**src/hdl/uer_pkg.sv**
```systemverilog
// Shared types and constants for the ultrasonic echo ranger.
// No dependencies; imported by every module of the block.
`timescale 1ns / 1ps

package uer_pkg;

    localparam int CNT_W  = 13;
    localparam int DIST_W = 12;
    localparam int STAT_W = 2;
    localparam int CFG_AW = 3;
    localparam int CFG_DW = 13;

    localparam logic [CNT_W-1:0]  CNT_MAX  = {CNT_W{1'b1}};
    localparam logic [DIST_W-1:0] DIST_MAX = {DIST_W{1'b1}};

    // Result status codes
    localparam logic [STAT_W-1:0] ST_OK       = 2'd0;
    localparam logic [STAT_W-1:0] ST_NO_ECHO  = 2'd1;
    localparam logic [STAT_W-1:0] ST_TOO_LONG = 2'd2;

    // Configuration register indexes
    localparam logic [CFG_AW-1:0] CFG_TRIGGER_WIDTH    = 3'd0;
    localparam logic [CFG_AW-1:0] CFG_SETTLE_TIME      = 3'd1;
    localparam logic [CFG_AW-1:0] CFG_START_TIMEOUT    = 3'd2;
    localparam logic [CFG_AW-1:0] CFG_BLANK_TIME       = 3'd3;
    localparam logic [CFG_AW-1:0] CFG_END_TIMEOUT      = 3'd4;
    localparam logic [CFG_AW-1:0] CFG_TIMEOUT_DISTANCE = 3'd5;
    localparam logic [CFG_AW-1:0] CFG_NO_ECHO_HOLDOFF  = 3'd6;
    localparam logic [CFG_AW-1:0] CFG_DONE_HOLDOFF     = 3'd7;

    typedef struct packed {
        logic [7:0]  trigger_width;
        logic [9:0]  settle_time;
        logic [12:0] start_timeout;
        logic [9:0]  blank_time;
        logic [12:0] end_timeout;
        logic [7:0]  timeout_distance;
        logic [9:0]  no_echo_holdoff;
        logic [9:0]  done_holdoff;
    } t_cfg;

    typedef struct packed {
        logic              trigger_out;
        logic              busy_res;
        logic              done_res;
        logic [DIST_W-1:0] distance;
        logic [STAT_W-1:0] status;
    } t_res;

    function automatic logic [CNT_W-1:0] cnt_sat_inc(input logic [CNT_W-1:0] v);
        return (v == CNT_MAX) ? CNT_MAX : v + CNT_W'(1);
    endfunction

endpackage

```
**src/hdl/uer_scale.sv**
```systemverilog
// Distance scaling: echo ticks to 1/16 cm by reciprocal multiply, and the
// shifted timeout distance, both saturated. Depends on uer_pkg.
`timescale 1ns / 1ps

module uer_scale #(
    parameter int FRACTION_BITS = 4
) (
    input  logic [uer_pkg::CNT_W-1:0]  i_elapsed,
    input  logic [7:0]                 i_timeout_distance,
    output logic [uer_pkg::DIST_W-1:0] o_echo_dist,
    output logic [uer_pkg::DIST_W-1:0] o_long_dist
);
    import uer_pkg::*;

    // x = elapsed << FRACTION_BITS; floor(x / 58) = (x * MUL) >> SH exactly,
    // since the rounding error of MUL times x stays below 2^SH.
    localparam int    XW  = CNT_W + FRACTION_BITS;
    localparam int    SH  = XW + 6;
    localparam int    MW  = SH - 5;
    localparam int    PW  = XW + MW;
    localparam int    QW  = PW - SH;
    localparam longint MUL = ((longint'(1) << SH) + 57) / 58;
    localparam int    TW  = 8 + FRACTION_BITS;

    logic [XW-1:0]        w_x;
    logic [PW-1:0]        w_prod;
    logic [QW-1:0]        w_q;
    logic [QW+DIST_W-1:0] w_qx;
    logic [TW-1:0]        w_t;
    logic [TW+DIST_W-1:0] w_tx;

    assign w_x    = XW'(i_elapsed) << FRACTION_BITS;
    assign w_prod = PW'(w_x) * PW'(MUL);
    assign w_q    = w_prod[PW-1:SH];
    assign w_qx   = (QW+DIST_W)'(w_q);

    assign w_t    = TW'(i_timeout_distance) << FRACTION_BITS;
    assign w_tx   = (TW+DIST_W)'(w_t);

    assign o_echo_dist = (w_qx > (QW+DIST_W)'(DIST_MAX)) ? DIST_MAX : w_qx[DIST_W-1:0];
    assign o_long_dist = (w_tx > (TW+DIST_W)'(DIST_MAX)) ? DIST_MAX : w_tx[DIST_W-1:0];

endmodule

```
**src/hdl/uer_fsm.sv**
```systemverilog
// Ranging sequencer: phase register, tick and elapsed counters, and the
// result of the current tick. Depends on uer_pkg and uer_scale.
`timescale 1ns / 1ps

module uer_fsm #(
    parameter int FRACTION_BITS = 4
) (
    input  logic          i_clk,
    input  logic          i_rst_n,
    input  logic          i_step,
    input  logic          i_start,
    input  logic          i_echo,
    input  uer_pkg::t_cfg i_cfg,
    output uer_pkg::t_res o_res
);
    import uer_pkg::*;

    localparam logic [2:0] PH_IDLE    = 3'd0;
    localparam logic [2:0] PH_TRIG    = 3'd1;
    localparam logic [2:0] PH_SETTLE  = 3'd2;
    localparam logic [2:0] PH_WAIT    = 3'd3;
    localparam logic [2:0] PH_BLANK   = 3'd4;
    localparam logic [2:0] PH_MEASURE = 3'd5;
    localparam logic [2:0] PH_HOLD    = 3'd6;

    logic [2:0]       r_phase,   n_phase;
    logic [CNT_W-1:0] r_tick,    n_tick;
    logic [CNT_W-1:0] r_elapsed, n_elapsed;
    logic             r_long,    n_long;

    logic [DIST_W-1:0] w_echo_dist, w_long_dist;
    logic [CNT_W-1:0]  w_tick_inc, w_elap_inc;
    logic [2:0]        w_after_trig;

    uer_scale #(.FRACTION_BITS(FRACTION_BITS)) u_scale (
        .i_elapsed          (r_elapsed),
        .i_timeout_distance (i_cfg.timeout_distance),
        .o_echo_dist        (w_echo_dist),
        .o_long_dist        (w_long_dist)
    );

    assign w_tick_inc   = cnt_sat_inc(r_tick);
    assign w_elap_inc   = cnt_sat_inc(r_elapsed);
    assign w_after_trig = (i_cfg.settle_time == 10'd0) ? PH_WAIT : PH_SETTLE;

    always_comb begin
        n_phase   = r_phase;
        n_tick    = r_tick;
        n_elapsed = r_elapsed;
        n_long    = r_long;
        o_res     = '0;
        o_res.busy_res = 1'b1;

        unique case (r_phase)
            PH_IDLE: begin
                o_res.busy_res = 1'b0;
                if (i_start) begin
                    o_res.busy_res    = 1'b1;
                    o_res.trigger_out = 1'b1;
                    if (i_cfg.trigger_width <= 8'd1) begin
                        n_tick  = '0;
                        n_phase = w_after_trig;
                    end else begin
                        n_tick  = CNT_W'(1);
                        n_phase = PH_TRIG;
                    end
                end
            end
            PH_TRIG: begin
                o_res.trigger_out = 1'b1;
                n_tick = w_tick_inc;
                if (w_tick_inc >= CNT_W'(i_cfg.trigger_width)) begin
                    n_tick  = '0;
                    n_phase = w_after_trig;
                end
            end
            PH_SETTLE: begin
                n_tick = w_tick_inc;
                if (w_tick_inc >= CNT_W'(i_cfg.settle_time)) begin
                    n_tick  = '0;
                    n_phase = PH_WAIT;
                end
            end
            PH_WAIT: begin
                if (i_echo) begin
                    n_elapsed = '0;
                    n_phase   = (i_cfg.blank_time == 10'd0) ? PH_MEASURE : PH_BLANK;
                end else begin
                    n_tick = w_tick_inc;
                    if (w_tick_inc >= i_cfg.start_timeout) begin
                        o_res.done_res = 1'b1;
                        o_res.status   = ST_NO_ECHO;
                        n_long  = 1'b1;
                        n_tick  = '0;
                        n_phase = (i_cfg.no_echo_holdoff == 10'd0) ? PH_IDLE : PH_HOLD;
                    end
                end
            end
            PH_BLANK: begin
                n_elapsed = w_elap_inc;
                if (w_elap_inc >= CNT_W'(i_cfg.blank_time)) begin
                    n_phase = PH_MEASURE;
                end
            end
            PH_MEASURE: begin
                if (!i_echo) begin
                    o_res.done_res = 1'b1;
                    o_res.status   = ST_OK;
                    o_res.distance = w_echo_dist;
                    n_long  = 1'b0;
                    n_tick  = '0;
                    n_phase = (i_cfg.done_holdoff == 10'd0) ? PH_IDLE : PH_HOLD;
                end else begin
                    n_elapsed = w_elap_inc;
                    if (w_elap_inc >= i_cfg.end_timeout) begin
                        o_res.done_res = 1'b1;
                        o_res.status   = ST_TOO_LONG;
                        o_res.distance = w_long_dist;
                        n_long  = 1'b0;
                        n_tick  = '0;
                        n_phase = (i_cfg.done_holdoff == 10'd0) ? PH_IDLE : PH_HOLD;
                    end
                end
            end
            PH_HOLD: begin
                n_tick = w_tick_inc;
                if (w_tick_inc >= CNT_W'(r_long ? i_cfg.no_echo_holdoff
                                                : i_cfg.done_holdoff)) begin
                    n_tick  = '0;
                    n_phase = PH_IDLE;
                end
            end
            default: begin
                o_res.busy_res = 1'b0;
                n_tick  = '0;
                n_phase = PH_IDLE;
            end
        endcase
    end

    always_ff @(posedge i_clk) begin
        if (!i_rst_n) begin
            r_phase   <= PH_IDLE;
            r_tick    <= '0;
            r_elapsed <= '0;
            r_long    <= 1'b0;
        end else if (i_step) begin
            r_phase   <= n_phase;
            r_tick    <= n_tick;
            r_elapsed <= n_elapsed;
            r_long    <= n_long;
        end
    end

endmodule

```
**src/hdl/ultrasonic_echo_ranger.sv**
```systemverilog
// Top level of the ultrasonic echo ranger: configuration registers, input
// and result registers around the sequencer. Depends on uer_pkg, uer_fsm.
`timescale 1ns / 1ps

// Usage
//   Feed one item per microsecond tick on the slave stream: tdata[0] is the
//   start request, tdata[1] the sampled echo pin level. Every accepted item
//   yields exactly one result item on the master stream: trigger level,
//   busy, done, distance in 1/16 cm (tdata) and status (tuser: ok, no echo,
//   echo too long). Distance and status are zero unless done is set.
//   An accepted item passes through the input register, then the result
//   register, before it is offered. Throughput: one item per clock while
//   the receiver keeps tready high, set by the single sequencer step and
//   one reciprocal multiply that sit between the two registers.
//   Stalls: while the receiver holds tready low the result register holds
//   its item and the input register can still take one more item; after
//   that tready on the slave side drops until the result is taken.
//   Configuration is written through the plain write port while idle.
//   Reset (synchronous, active low) empties both registers, returns the
//   sequencer to idle with cleared counters and loads the register defaults.
module ultrasonic_echo_ranger #(
    parameter int FRACTION_BITS = 4
) (
    input  logic                       i_clk,
    input  logic                       i_rst_n,
    // configuration write port
    input  logic                       i_cfg_we,
    input  logic [uer_pkg::CFG_AW-1:0] i_cfg_addr,
    input  logic [uer_pkg::CFG_DW-1:0] i_cfg_data,
    // tick stream in
    input  logic                       i_s_axis_tvalid,
    output logic                       o_s_axis_tready,
    input  logic [7:0]                 i_s_axis_tdata,  // [0] start_req, [1] echo_level
    // result stream out
    output logic                       o_m_axis_tvalid,
    input  logic                       i_m_axis_tready,
    output logic [15:0]                o_m_axis_tdata,  // [0] trigger_out, [1] busy_res,
                                                        // [2] done_res, [14:3] distance
    output logic [1:0]                 o_m_axis_tuser   // [1:0] status
);
    import uer_pkg::*;

    t_cfg r_cfg;
    t_res r_res;
    t_res w_res;

    logic r_in_valid;
    logic r_in_start;
    logic r_in_echo;
    logic r_out_valid;
    logic w_accept;
    logic w_adv;

    // Move the held item into the result register when that register is
    // free or is being emptied this cycle.
    assign w_adv           = r_in_valid && (!r_out_valid || i_m_axis_tready);
    assign o_s_axis_tready = !r_in_valid || w_adv;
    assign w_accept        = i_s_axis_tvalid && o_s_axis_tready;

    // Configuration registers
    always_ff @(posedge i_clk) begin
        if (!i_rst_n) begin
            r_cfg.trigger_width    <= 8'd10;
            r_cfg.settle_time      <= 10'd240;
            r_cfg.start_timeout    <= 13'd3000;
            r_cfg.blank_time       <= 10'd60;
            r_cfg.end_timeout      <= 13'd7000;
            r_cfg.timeout_distance <= 8'd120;
            r_cfg.no_echo_holdoff  <= 10'd100;
            r_cfg.done_holdoff     <= 10'd10;
        end else if (i_cfg_we) begin
            unique case (i_cfg_addr)
                CFG_TRIGGER_WIDTH:    r_cfg.trigger_width    <= i_cfg_data[7:0];
                CFG_SETTLE_TIME:      r_cfg.settle_time      <= i_cfg_data[9:0];
                CFG_START_TIMEOUT:    r_cfg.start_timeout    <= i_cfg_data[12:0];
                CFG_BLANK_TIME:       r_cfg.blank_time       <= i_cfg_data[9:0];
                CFG_END_TIMEOUT:      r_cfg.end_timeout      <= i_cfg_data[12:0];
                CFG_TIMEOUT_DISTANCE: r_cfg.timeout_distance <= i_cfg_data[7:0];
                CFG_NO_ECHO_HOLDOFF:  r_cfg.no_echo_holdoff  <= i_cfg_data[9:0];
                CFG_DONE_HOLDOFF:     r_cfg.done_holdoff     <= i_cfg_data[9:0];
                default: ;
            endcase
        end
    end

    // Input register: hold the tick item until the sequencer steps on it
    always_ff @(posedge i_clk) begin
        if (!i_rst_n) begin
            r_in_valid <= 1'b0;
        end else if (w_accept) begin
            r_in_valid <= 1'b1;
        end else if (w_adv) begin
            r_in_valid <= 1'b0;
        end
    end

    always_ff @(posedge i_clk) begin
        if (w_accept) begin
            r_in_start <= i_s_axis_tdata[0];
            r_in_echo  <= i_s_axis_tdata[1];
        end
    end

    // Sequencer advances exactly once per item moved to the result register
    uer_fsm #(.FRACTION_BITS(FRACTION_BITS)) u_fsm (
        .i_clk   (i_clk),
        .i_rst_n (i_rst_n),
        .i_step  (w_adv),
        .i_start (r_in_start),
        .i_echo  (r_in_echo),
        .i_cfg   (r_cfg),
        .o_res   (w_res)
    );

    // Result register: hold while the receiver stalls
    always_ff @(posedge i_clk) begin
        if (!i_rst_n) begin
            r_out_valid <= 1'b0;
        end else if (w_adv) begin
            r_out_valid <= 1'b1;
        end else if (i_m_axis_tready) begin
            r_out_valid <= 1'b0;
        end
    end

    always_ff @(posedge i_clk) begin
        if (w_adv) begin
            r_res <= w_res;
        end
    end

    assign o_m_axis_tvalid = r_out_valid;
    assign o_m_axis_tdata  = {1'b0, r_res.distance, r_res.done_res,
                              r_res.busy_res, r_res.trigger_out};
    assign o_m_axis_tuser  = r_res.status;

    // Checks on the block's own logic
    a_full_stall_blocks: assert property (@(posedge i_clk) disable iff (!i_rst_n)
        (r_in_valid && r_out_valid && !i_m_axis_tready) |-> !o_s_axis_tready)
        else $error("input taken while both registers are full and stalled");

    a_idle_result_clean: assert property (@(posedge i_clk) disable iff (!i_rst_n)
        (r_out_valid && !r_res.done_res) |-> (r_res.distance == '0 && r_res.status == ST_OK))
        else $error("distance or status set without done");

    a_no_echo_zero: assert property (@(posedge i_clk) disable iff (!i_rst_n)
        (r_out_valid && r_res.status == ST_NO_ECHO) |-> (r_res.distance == '0))
        else $error("no-echo result carries a distance");

    a_trig_busy: assert property (@(posedge i_clk) disable iff (!i_rst_n)
        (r_out_valid && (r_res.trigger_out || r_res.done_res)) |-> r_res.busy_res)
        else $error("trigger or done reported while not busy");

endmodule
```
**config.mk**
```make
export PLATFORM = sky130hd
export DESIGN_NAME = ultrasonic_echo_ranger
export DESIGN_NICKNAME = d
export VERILOG_FILES = /design/src/hdl/uer_pkg.sv /design/src/hdl/uer_scale.sv /design/src/hdl/uer_fsm.sv /design/src/hdl/ultrasonic_echo_ranger.sv
export SDC_FILE = /design/constraint.sdc
export NUM_CORES = 1
export LEC_CHECK = 0
export ABC_AREA = 1
export BUFFER_PORTS_ARGS = -buffer_cell sky130_fd_sc_hd__clkbuf_2
export CAP_MARGIN = 25
export CORE_UTILIZATION = 45
export DETAILED_ROUTE_END_ITERATION = 12
export HOLD_SLACK_MARGIN = 0.05
export PLACE_DENSITY = 0.69
export SLEW_MARGIN = 15
export SYNTH_ARGS = -nofsm -noshare
export SYNTH_HDL_FRONTEND = slang
export SYNTH_SLANG_ARGS = --single-unit
```
**constraint.sdc**
```tcl
create_clock -name i_clk -period 4.64 [get_ports i_clk]
set_input_delay 0.928 -clock i_clk [delete_from_list [all_inputs] [get_ports i_clk]]
set_output_delay 0.928 -clock i_clk [all_outputs]
set_load 0.1 [all_outputs]
```
==> results.yml, run 1 <==
drt:
  drtIter0Drc: 741
  wirelength_um: 28480
  vias: 9745
  ant_nets: 0
  viasPerCell: 5.132
  first_pass_iters: 5
  drcViolationCount: 0
  wl_per_cell_um: 15.00
place:
  io_buffers: 41
  gp_congestion: 0.9257
  dpl.hpwl_um: 22170
  dp_cells: 1861
  place_ws_ns: -0.1754
hold_path:
  hold_class: "flip-flop to flip-flop"
finish:
  final_common_cell: "inv_1"
  synthToLayoutAreaGrowth_pct: 14.84
  nets: 1811
  drive_above_1_share_pct: 13.27
  final_cell_mix: "277 x inv_1, 274 x nand2_1, 158 x ha_1"
  n_antenna_cell: 0
  fin_util_pct: 52.62
  stdcell_count: 1899
  fill_cells: 2282
clock_tree:
  ctsRootBufferMaster: "clkbuf_16"
  clk_latency_ns: 0.43
  cts.htree.levels: 4
  cts_tree: "done"
  clkSinkCount: 133
  cts.path.max_buffers: 2
  cts_inserted_buffers: 17
  clk_pin_slew_ns: 0.06
sta:
  setup_viol_count_final: 4
  maxSlewHeadroom_pct: 46.68
  clock_skew_ns: 0.01056
  worstMarginPinSlew_ns: 0.7968
  timing.hold.ws_ns: 0.4646
  slew_violations: 0
  fmax_mhz: 210.6
  min_period_ns: 4.749
  worst_slack_ns: -0.1089
  rsz0062_at_grt: "yes"
  post-route-period-util_pct: 102.3
  finalHoldViolCount: 0
setup_path:
  critPathKind: "flip-flop to flip-flop"
  critPathLaunchType: "flip-flop"
  cp_max_fo: 4
  required_ns: 4.82
  cp-end-kind: "flip-flop"
  worstPathArrival_ns: 4.93
global_routing:
  grt_util_all_layers_pct: 23.28
  grt.busiest_layer: "met2"
  grt_pass1_vias: 9317
  grtUsageMet2_pct: 37.00
  met3_usage_pct: 4.116
  antenna_found_initial: 0
  grt_overflow_total: 0
  grt_pass1_wl_um: 47090
  grt_util_met1_pct: 32.61
  grt_max_degree: 77
yosys:
  yosysWarnings: 0
  async_flop_share_pct: 0
  avgSynthCellArea_um2: 7.524
  synth-seq-cells: 133
  ys_types: 49
  synth_nets: 1730
  syn_area_um2: 11140
  synthCells: 1481
  synth_edf_count: 19
  ys.flop_type: "dfxtp_1"
  ys_seq_area_share_pct: 25.60
power:
  p_total_mw: 2.825
  peakVddDrop_mv: 0.2274
  powerDensity_nw_per_um2: 220.7
  leakagePower_nw: 6.456
die:
  die_area_um2: 25400
  floorplan.initialDensity_pct: 45.82
  ios: 49
  rows: 57
  core_um2: 24320
  die_w_um: 159.4
  die_h_um: 159.4
run_status:
  outcome: "complete, but fails checks"
  violations: "setup timing"
run:
  max_cap_violations: 0
## per-stage QoR
| step | cell area (µm²) | TNS, ns |
|---|---|---|
| 2_1_floorplan | 11180 | 0 |
| 3_3_place_gp | 12000 | -0.9935 |
| 3_5_place_dp | 12000 | -1.028 |
| 4_1_cts | 12690 | -0.002059 |
| 5_1_grt | 12800 | -1.561 |
| 6_report | 12800 | -0.1808 |
## final cells by class
type	count	area (µm²)	area share (%)
clock inverter	15	165.2	1.291
timing repair buffer	95	608.1	4.752
inverter	286	1074	8.389
multi-input combinational	1029	7256	56.70
sequential	133	2864	22.38
clock buffer	17	425.4	3.324
tap	324	405.4	3.168
## cell families (layout without fill, tap and decap cells)
group | Yosys count | in the layout | synth area share [%]
XOR/XNOR | 14 | 14 | 1.100
other | 1 | 1 | 0.03365
adder cells (fa/ha/maj) | 220 | 220 | 28.48
flip-flops | 133 | 133 | 25.60
multiplexers | 3 | 3 | 0.2695
AND/OR/NAND/NOR | 531 | 531 | 20.79
buffers and inverters | 319 | 413 | 10.94
AO/OA/AOI/OAI | 260 | 260 | 12.79
## routing by layer
metal  share of wire [%]  wire [µm]
met5                   0          0
met4                 1.5        414
met3                 5.7       1620
met2                  45      12750
met1                  48      13700
## worst paths after layout
kind / start / to / slack (ns) / cells past startpoint
setup / recovery: u_fsm.r_elapsed[12] / o_m_axis_tdata[12] / -0.11 / 20
hold / removal: r_cfg[22] / r_cfg[22] / 0.46 / 2
setup reg to reg: u_fsm.r_elapsed[12] / o_m_axis_tdata[12] / -0.11 / 20
hold reg to reg: r_cfg[22] / r_cfg[22] / 0.46 / 2
## worst max-delay path, stage by stage (launching register included)
cell,delay (ns)
dfxtp_4,0.35
fa_2,0.60
inv_2,0.05
fa_2,0.53
inv_2,0.04
fa_2,0.45
fa_1,0.54
inv_1,0.05
fa_1,0.51
inv_2,0.05
ha_4,0.25
a21oi_2,0.15
nand2_1,0.09
a21oi_2,0.18
buf_4,0.13
o211ai_1,0.10
buf_4,0.16
a21oi_1,0.12
o21ai_1,0.08
nand2_1,0.06
inv_1,0.04
## cell usage after synthesis (2+ instances only)
cell	number	share of area, %
a21oi_1	114	5.1
a21oi_2	3	0.24
a31oi_1	3	0.17
buf_2	2	0.090
buf_4	3	0.20
clkbuf_1	27	0.91
dfxtp_1	114	20
edfxtp_1	19	5.1
fa_1	56	10
ha_1	164	18
inv_1	281	9.5
inv_2	4	0.13
mux2i_1	3	0.27
nand2_1	281	9.5
nand2_2	4	0.22
nand3_1	59	2.6
nand3_2	10	0.90
nand3b_1	3	0.20
nand4_1	21	1.2
nor2_1	112	3.8
nor2_2	5	0.28
nor2_4	2	0.20
nor3_1	12	0.54
nor3_2	2	0.18
nor3b_1	2	0.13
nor4_1	8	0.45
o211ai_1	29	2.0
o21ai_0	95	4.3
o21ai_1	2	0.090
o21bai_1	3	0.20
o22ai_1	2	0.11
or2_2	7	0.39
xnor2_1	7	0.55
xor2_1	7	0.55
## registers in the layout, summed over array words and instances (netlist names)
signal and count:
u_fsm.r_tick 13, r_cfg 82, o_m_axis_tdata 15, u_fsm.r_elapsed 13, u_fsm.r_long 1, r_in_echo 1, o_m_axis_tuser 2, u_fsm.r_phase 3
r_in_valid 1, o_m_axis_tvalid 1, r_in_start 1
## power by group
group / total [mW] / internal [mW] / switching [mW]
sequential: 1.22 / 1.20 / 0.0167
combinational: 0.242 / 0.0572 / 0.185
clock: 1.36 / 0.803 / 0.560
## timing repair
action                     CTS  global route
setup endpoints to repair   10            11
pin swaps                   10            22
setup buffers                1             4
resized for setup           24            19
hold buffers                 0             0
Power figures use the tool's default switching activity.
==> inputs of run 2 (changes only) <==
--- a/config.mk
+++ b/config.mk
@@ -13,3 +13,3 @@
 export HOLD_SLACK_MARGIN = 0.05
-export PLACE_DENSITY = 0.69
+export PLACE_DENSITY = 0.66
 export SLEW_MARGIN = 15
==> constraint.sdc (replaced) <==
create_clock -name i_clk -period 5.2 [get_ports i_clk]
set_input_delay 1.04 -clock i_clk [delete_from_list [all_inputs] [get_ports i_clk]]
set_output_delay 1.04 -clock i_clk [all_outputs]
set_load 0.05 [all_outputs]
==> results.yml, run 2 (synthesized netlist as in run 1, its figures left out) <==
finish:
  n_antenna_cell: 0
  nets: 1777
  final_common_cell: "inv_1"
  drive_above_1_share_pct: 9.091
  fin_util_pct: 50.88
  multi_input_area_um2: 7104
  largest_reg_flops: 82
  top_register: "r_cfg"
  synthToLayoutAreaGrowth_pct: 11.04
  register_area_um2: 2854
  stdcell_count: 1864
  final_cell_mix: "281 x inv_1, 279 x nand2_1, 164 x ha_1"
  fill_cells: 2385
sta:
  slew_violations: 0
  worstMarginPinSlew_ns: 0.7462
  setup_tns_ns: 0
  setup_viol_count_final: 0
  finalHoldViolCount: 0
  min_period_ns: 4.913
  worst_slack_ns: 0.2866
  post-route-period-util_pct: 94.49
  maxSlewHeadroom_pct: 49.60
  rsz0062_at_grt: "no"
  clock_skew_ns: 0.008379
  fmax_mhz: 203.5
clock_tree:
  clk_pin_slew_ns: 0.06
  ctsRootBufferMaster: "clkbuf_16"
  clkSinkCount: 133
  cts_tree: "done"
  cts_inserted_buffers: 17
  clk_latency_ns: 0.43
  cts.path.max_buffers: 2
  cts.htree.levels: 4
die:
  die_w_um: 159.4
  core_um2: 24320
  rows: 57
  floorplan.initialDensity_pct: 45.82
  die_h_um: 159.4
  ios: 49
  die_area_um2: 25400
global_routing:
  grt_pass1_wl_um: 45930
  antenna_found_initial: 0
  grt.busiest_layer: "met2"
  grtUsageMet2_pct: 35.37
  grt_pass1_vias: 9050
  grt_util_all_layers_pct: 22.78
  met3_usage_pct: 3.595
  grt_max_degree: 84
  grt_overflow_total: 0
  grt_util_met1_pct: 33.04
setup_path:
  cp-end-kind: "flip-flop"
  crit_chain: "fa_2, inv_1, fa_1, inv_1, fa_1, fa_1, inv_1, fa_1, inv_1, ha_1, a21oi_2, nand2_1, a21oi_2, nand2_2, a21oi_4, o21ai_1, a21boi_1, o21ai_1"
  required_ns: 5.37
  cp_max_fo: 4
  slowest_delay_ns: 0.61
  worstPathArrival_ns: 5.09
  critPathKind: "flip-flop to flip-flop"
  critPathLaunchType: "flip-flop"
  slowest_stage: "fa_2"
power:
  leakagePower_nw: 6.230
  powerDensity_nw_per_um2: 200.6
  peakVddDrop_mv: 0.1878
  p_total_mw: 2.482
run:
  max_cap_violations: 0
place:
  io_buffers: 41
  dp_cells: 1831
  dpl.hpwl_um: 21490
  gp_congestion: 0.8898
  place_ws_ns: 0.1009
drt:
  drtIter0Drc: 590
  viasPerCell: 5.196
  wl_per_cell_um: 15.04
  ant_nets: 0
  first_pass_iters: 5
  wirelength_um: 28040
  vias: 9685
  drcViolationCount: 0
run_status:
  outcome: "finished clean"
hold_path:
  hold_class: "flip-flop to flip-flop"
run 2: cell count changes in the layout (fill, tap and decap cells not counted), moves of 4 or more:
cell / delta
ha_4: -5
dfxtp_1: +6
a21oi_2: -8
inv_1: +4
nand2_1: +5
o21ai_0: +4
buf_4: -35
a21oi_1: +8
dfxtp_2: -5
ha_1: +6
inv_2: -4
run 2: worst max-delay path: cells and delay by family, from the launching register on:
kind,cells,cell delay (ns)
AO/OA/AOI/OAI,6,0.87
flip-flops,1,0.33
adder cells (fa/ha/maj),6,3.03
AND/OR/NAND/NOR,2,0.20
buffers and inverters,4,0.23
run 2: worst paths after layout:
check | from | to | slack, ns | cells after the start
setup / recovery | u_fsm.r_elapsed[10] | o_m_axis_tdata[14] | 0.29 | 18
hold / removal | r_cfg[20] | r_cfg[20] | 0.46 | 2
setup reg to reg | u_fsm.r_elapsed[10] | o_m_axis_tdata[14] | 0.29 | 18
hold reg to reg | r_cfg[20] | r_cfg[20] | 0.46 | 2
run 2: area by class of cell:
cell class / count / area share [%]
flip-flops and latches: 133 / 23.07
well taps: 324 / 3.276
clock buffers: 17 / 3.438
clock inverters: 14 / 1.213
multi-input cells: 1029 / 57.42
inverters: 286 / 8.676
repair buffers: 61 / 2.912
run 2: power by group:
| group | total [mW] | switching [mW] | internal [mW] |
|---|---|---|---|
| logic | 0.192 | 0.140 | 0.0516 |
| registers | 1.09 | 0.0147 | 1.07 |
| clock network | 1.20 | 0.496 | 0.707 |
| total | 2.48 | 0.650 | 1.83 |
run 2: metal layers:
layer	share of wire [%]	vias to the layer above
li1	-	4894
met1	50	4501
met2	43	257
met3	5.1	33
met4	1.4	0
met5	0	-
run 2: repair_timing:
| item | 4_1_cts | 5_1_grt |
|---|---|---|
| buffers inserted | 0 | 1 |
| endpoints found under the setup margin | 0 | 4 |
| hold buffers | 0 | 0 |
| gates resized for setup | 0 | 10 |
run 2: stage by stage:
step / instance area [µm²] / hold slack [ns]
global placement: 11740 / 0.4472
detailed placement: 11750 / 0.4537
floorplan: 11140 / 0.4245
finish: 12370 / 0.4645
CTS: 12330 / 0.4616
global route: 12370 / 0.4759
==> inputs of run 3 (changes only) <==
Settings changed: CTS_CLUSTER_SIZE set to 24.
Clock period 5.2 ns to 5 ns, I/O delays scaled along.
==> results.yml, run 3 (synthesized netlist as in run 1, its figures left out) <==
run_status:
  outcome: "finished clean"
finish:
  multi_input_area_um2: 7176
  fin_util_pct: 51.90
  largest_reg_flops: 82
  final_common_cell: "inv_1"
  n_antenna_cell: 0
  final_cell_mix: "280 x inv_1, 275 x nand2_1, 161 x ha_1"
  drive_above_1_share_pct: 11.05
  nets: 1793
  top_register: "r_cfg"
  synthToLayoutAreaGrowth_pct: 13.26
  fill_cells: 2323
  register_area_um2: 2856
place:
  dpl.hpwl_um: 21930
  place_ws_ns: -0.007537
  gp_congestion: 0.9328
  io_buffers: 41
clock_tree:
  cts_inserted_buffers: 17
  clkSinkCount: 133
  cts.htree.levels: 4
  clk_pin_slew_ns: 0.06
  clk_latency_ns: 0.44
  holdBufCountCts: 0
  cts_tree: "done"
  ctsRootBufferMaster: "clkbuf_16"
  cts.path.max_buffers: 2
power:
  peakVddDrop_mv: 0.2263
  p_total_mw: 2.626
  leakagePower_nw: 6.354
  powerDensity_nw_per_um2: 208.1
setup_path:
  cp_common_cell: "fa_1"
  critPathKind: "flip-flop to flip-flop"
  slowest_stage: "fa_1"
  slowest_delay_ns: 0.58
  critical_path.top_delay_family: "adder cells"
  required_ns: 5.18
  cp.buffers_inverters: 5
  cp-end-kind: "flip-flop"
  critPathLaunchType: "flip-flop"
  cp_max_fo: 4
  worstPathArrival_ns: 4.99
  crit_chain: "fa_1, inv_1, fa_1, inv_1, fa_1, fa_1, inv_1, fa_1, inv_2, ha_4, nand2_2, nor4_4, nand2_1, nand2_2, a21oi_2, buf_4, or2_2, nand3_1, nand2_1"
global_routing:
  antenna_found_initial: 0
  grt_max_degree: 83
  grt_util_all_layers_pct: 22.84
  grt_overflow_total: 0
  grt_pass1_vias: 9148
  grt_pass1_wl_um: 46220
sta:
  worst_slack_ns: 0.1936
  timing.hold.ws_ns: 0.4670
  worstMarginPinSlew_ns: 0.7850
  slew_violations: 0
  post-route-period-util_pct: 96.13
  clock_skew_ns: 0.01180
  finalHoldViolCount: 0
  setup_viol_count_final: 0
  fmax_mhz: 208.1
  min_period_ns: 4.806
  maxSlewHeadroom_pct: 47.48
run:
  max_cap_violations: 0
drt:
  wl_per_cell_um: 15.12
  viasPerCell: 5.163
  wirelength_um: 28450
  ant_nets: 0
  drcViolationCount: 0
  first_pass_iters: 5
  vias: 9711
  drtIter0Drc: 548
die:
  die_area_um2: 25400
  core_um2: 24320
  rows: 57
  die_h_um: 159.4
  floorplan.initialDensity_pct: 45.82
  ios: 49
  die_w_um: 159.4
hold_path:
  hold_class: "flip-flop to flip-flop"
==> run 3: layer usage <==
metal | wire length, µm | vias up | GRT usage (%)
met5 | 0 | - | 0
met3 | 1152 | 26 | 3.334
met2 | 12430 | 199 | 36.18
li1 | - | 4928 | -
met4 | 303 | 0 | 5.070
met1 | 14560 | 4558 | 32.78
==> run 3: power breakdown <==
part | switching, mW | internal (mW) | total [mW]
Combinational | 0.145 | 0.0547 | 0.200
Sequential | 0.0153 | 1.12 | 1.13
Clock | 0.535 | 0.760 | 1.29
Total | 0.695 | 1.93 | 2.63
==> run 3: area by class of cell <==
cell class / count / area share, %
Multi-Input combinational cell: 1029 / 56.86
Sequential cell: 133 / 22.63
Inverter: 286 / 8.506
Timing Repair Buffer: 77 / 3.936
Clock buffer: 20 / 3.787
Tap cell: 324 / 3.212
Clock inverter: 12 / 1.071
==> run 3: worst register-to-register path: stages (launching register included) <==
cell	delay, ns
dfxtp_2	0.33
fa_1	0.58
inv_1	0.07
fa_1	0.50
inv_1	0.06
fa_1	0.46
fa_1	0.51
inv_1	0.05
fa_1	0.51
inv_2	0.05
ha_4	0.29
nand2_2	0.09
nor4_4	0.29
nand2_1	0.10
nand2_2	0.08
a21oi_2	0.07
buf_4	0.14
or2_2	0.26
nand3_1	0.07
nand2_1	0.05
==> run 3: path summary, 6_finish.rpt <==
check / start / end / slack [ns] / depth (start not counted)
hold reg to reg: r_cfg[38] / r_cfg[38] / 0.47 / 2
setup / recovery: u_fsm.r_elapsed[12] / o_m_axis_tdata[8] / 0.19 / 19
hold / removal: r_cfg[38] / r_cfg[38] / 0.47 / 2
setup reg to reg: u_fsm.r_elapsed[12] / o_m_axis_tdata[8] / 0.19 / 19
==> run 3: stage by stage <==
step / setup TNS, ns / cell area (µm²) / instances
4_1_cts: 0 / 12480 / 1876
6_report: 0 / 12620 / 1881
5_1_grt: -0.02224 / 12620 / 1881
2_1_floorplan: 0 / 11140 / 1481
3_5_place_dp: -0.007537 / 11860 / 1844
3_3_place_gp: -0.02298 / 11830 / 1843
==> run 3: timing repair <==
action,CTS,global route
pin swaps,0,16
gates resized for setup,2,25
endpoints found under the setup margin,2,9
setup buffers,0,4
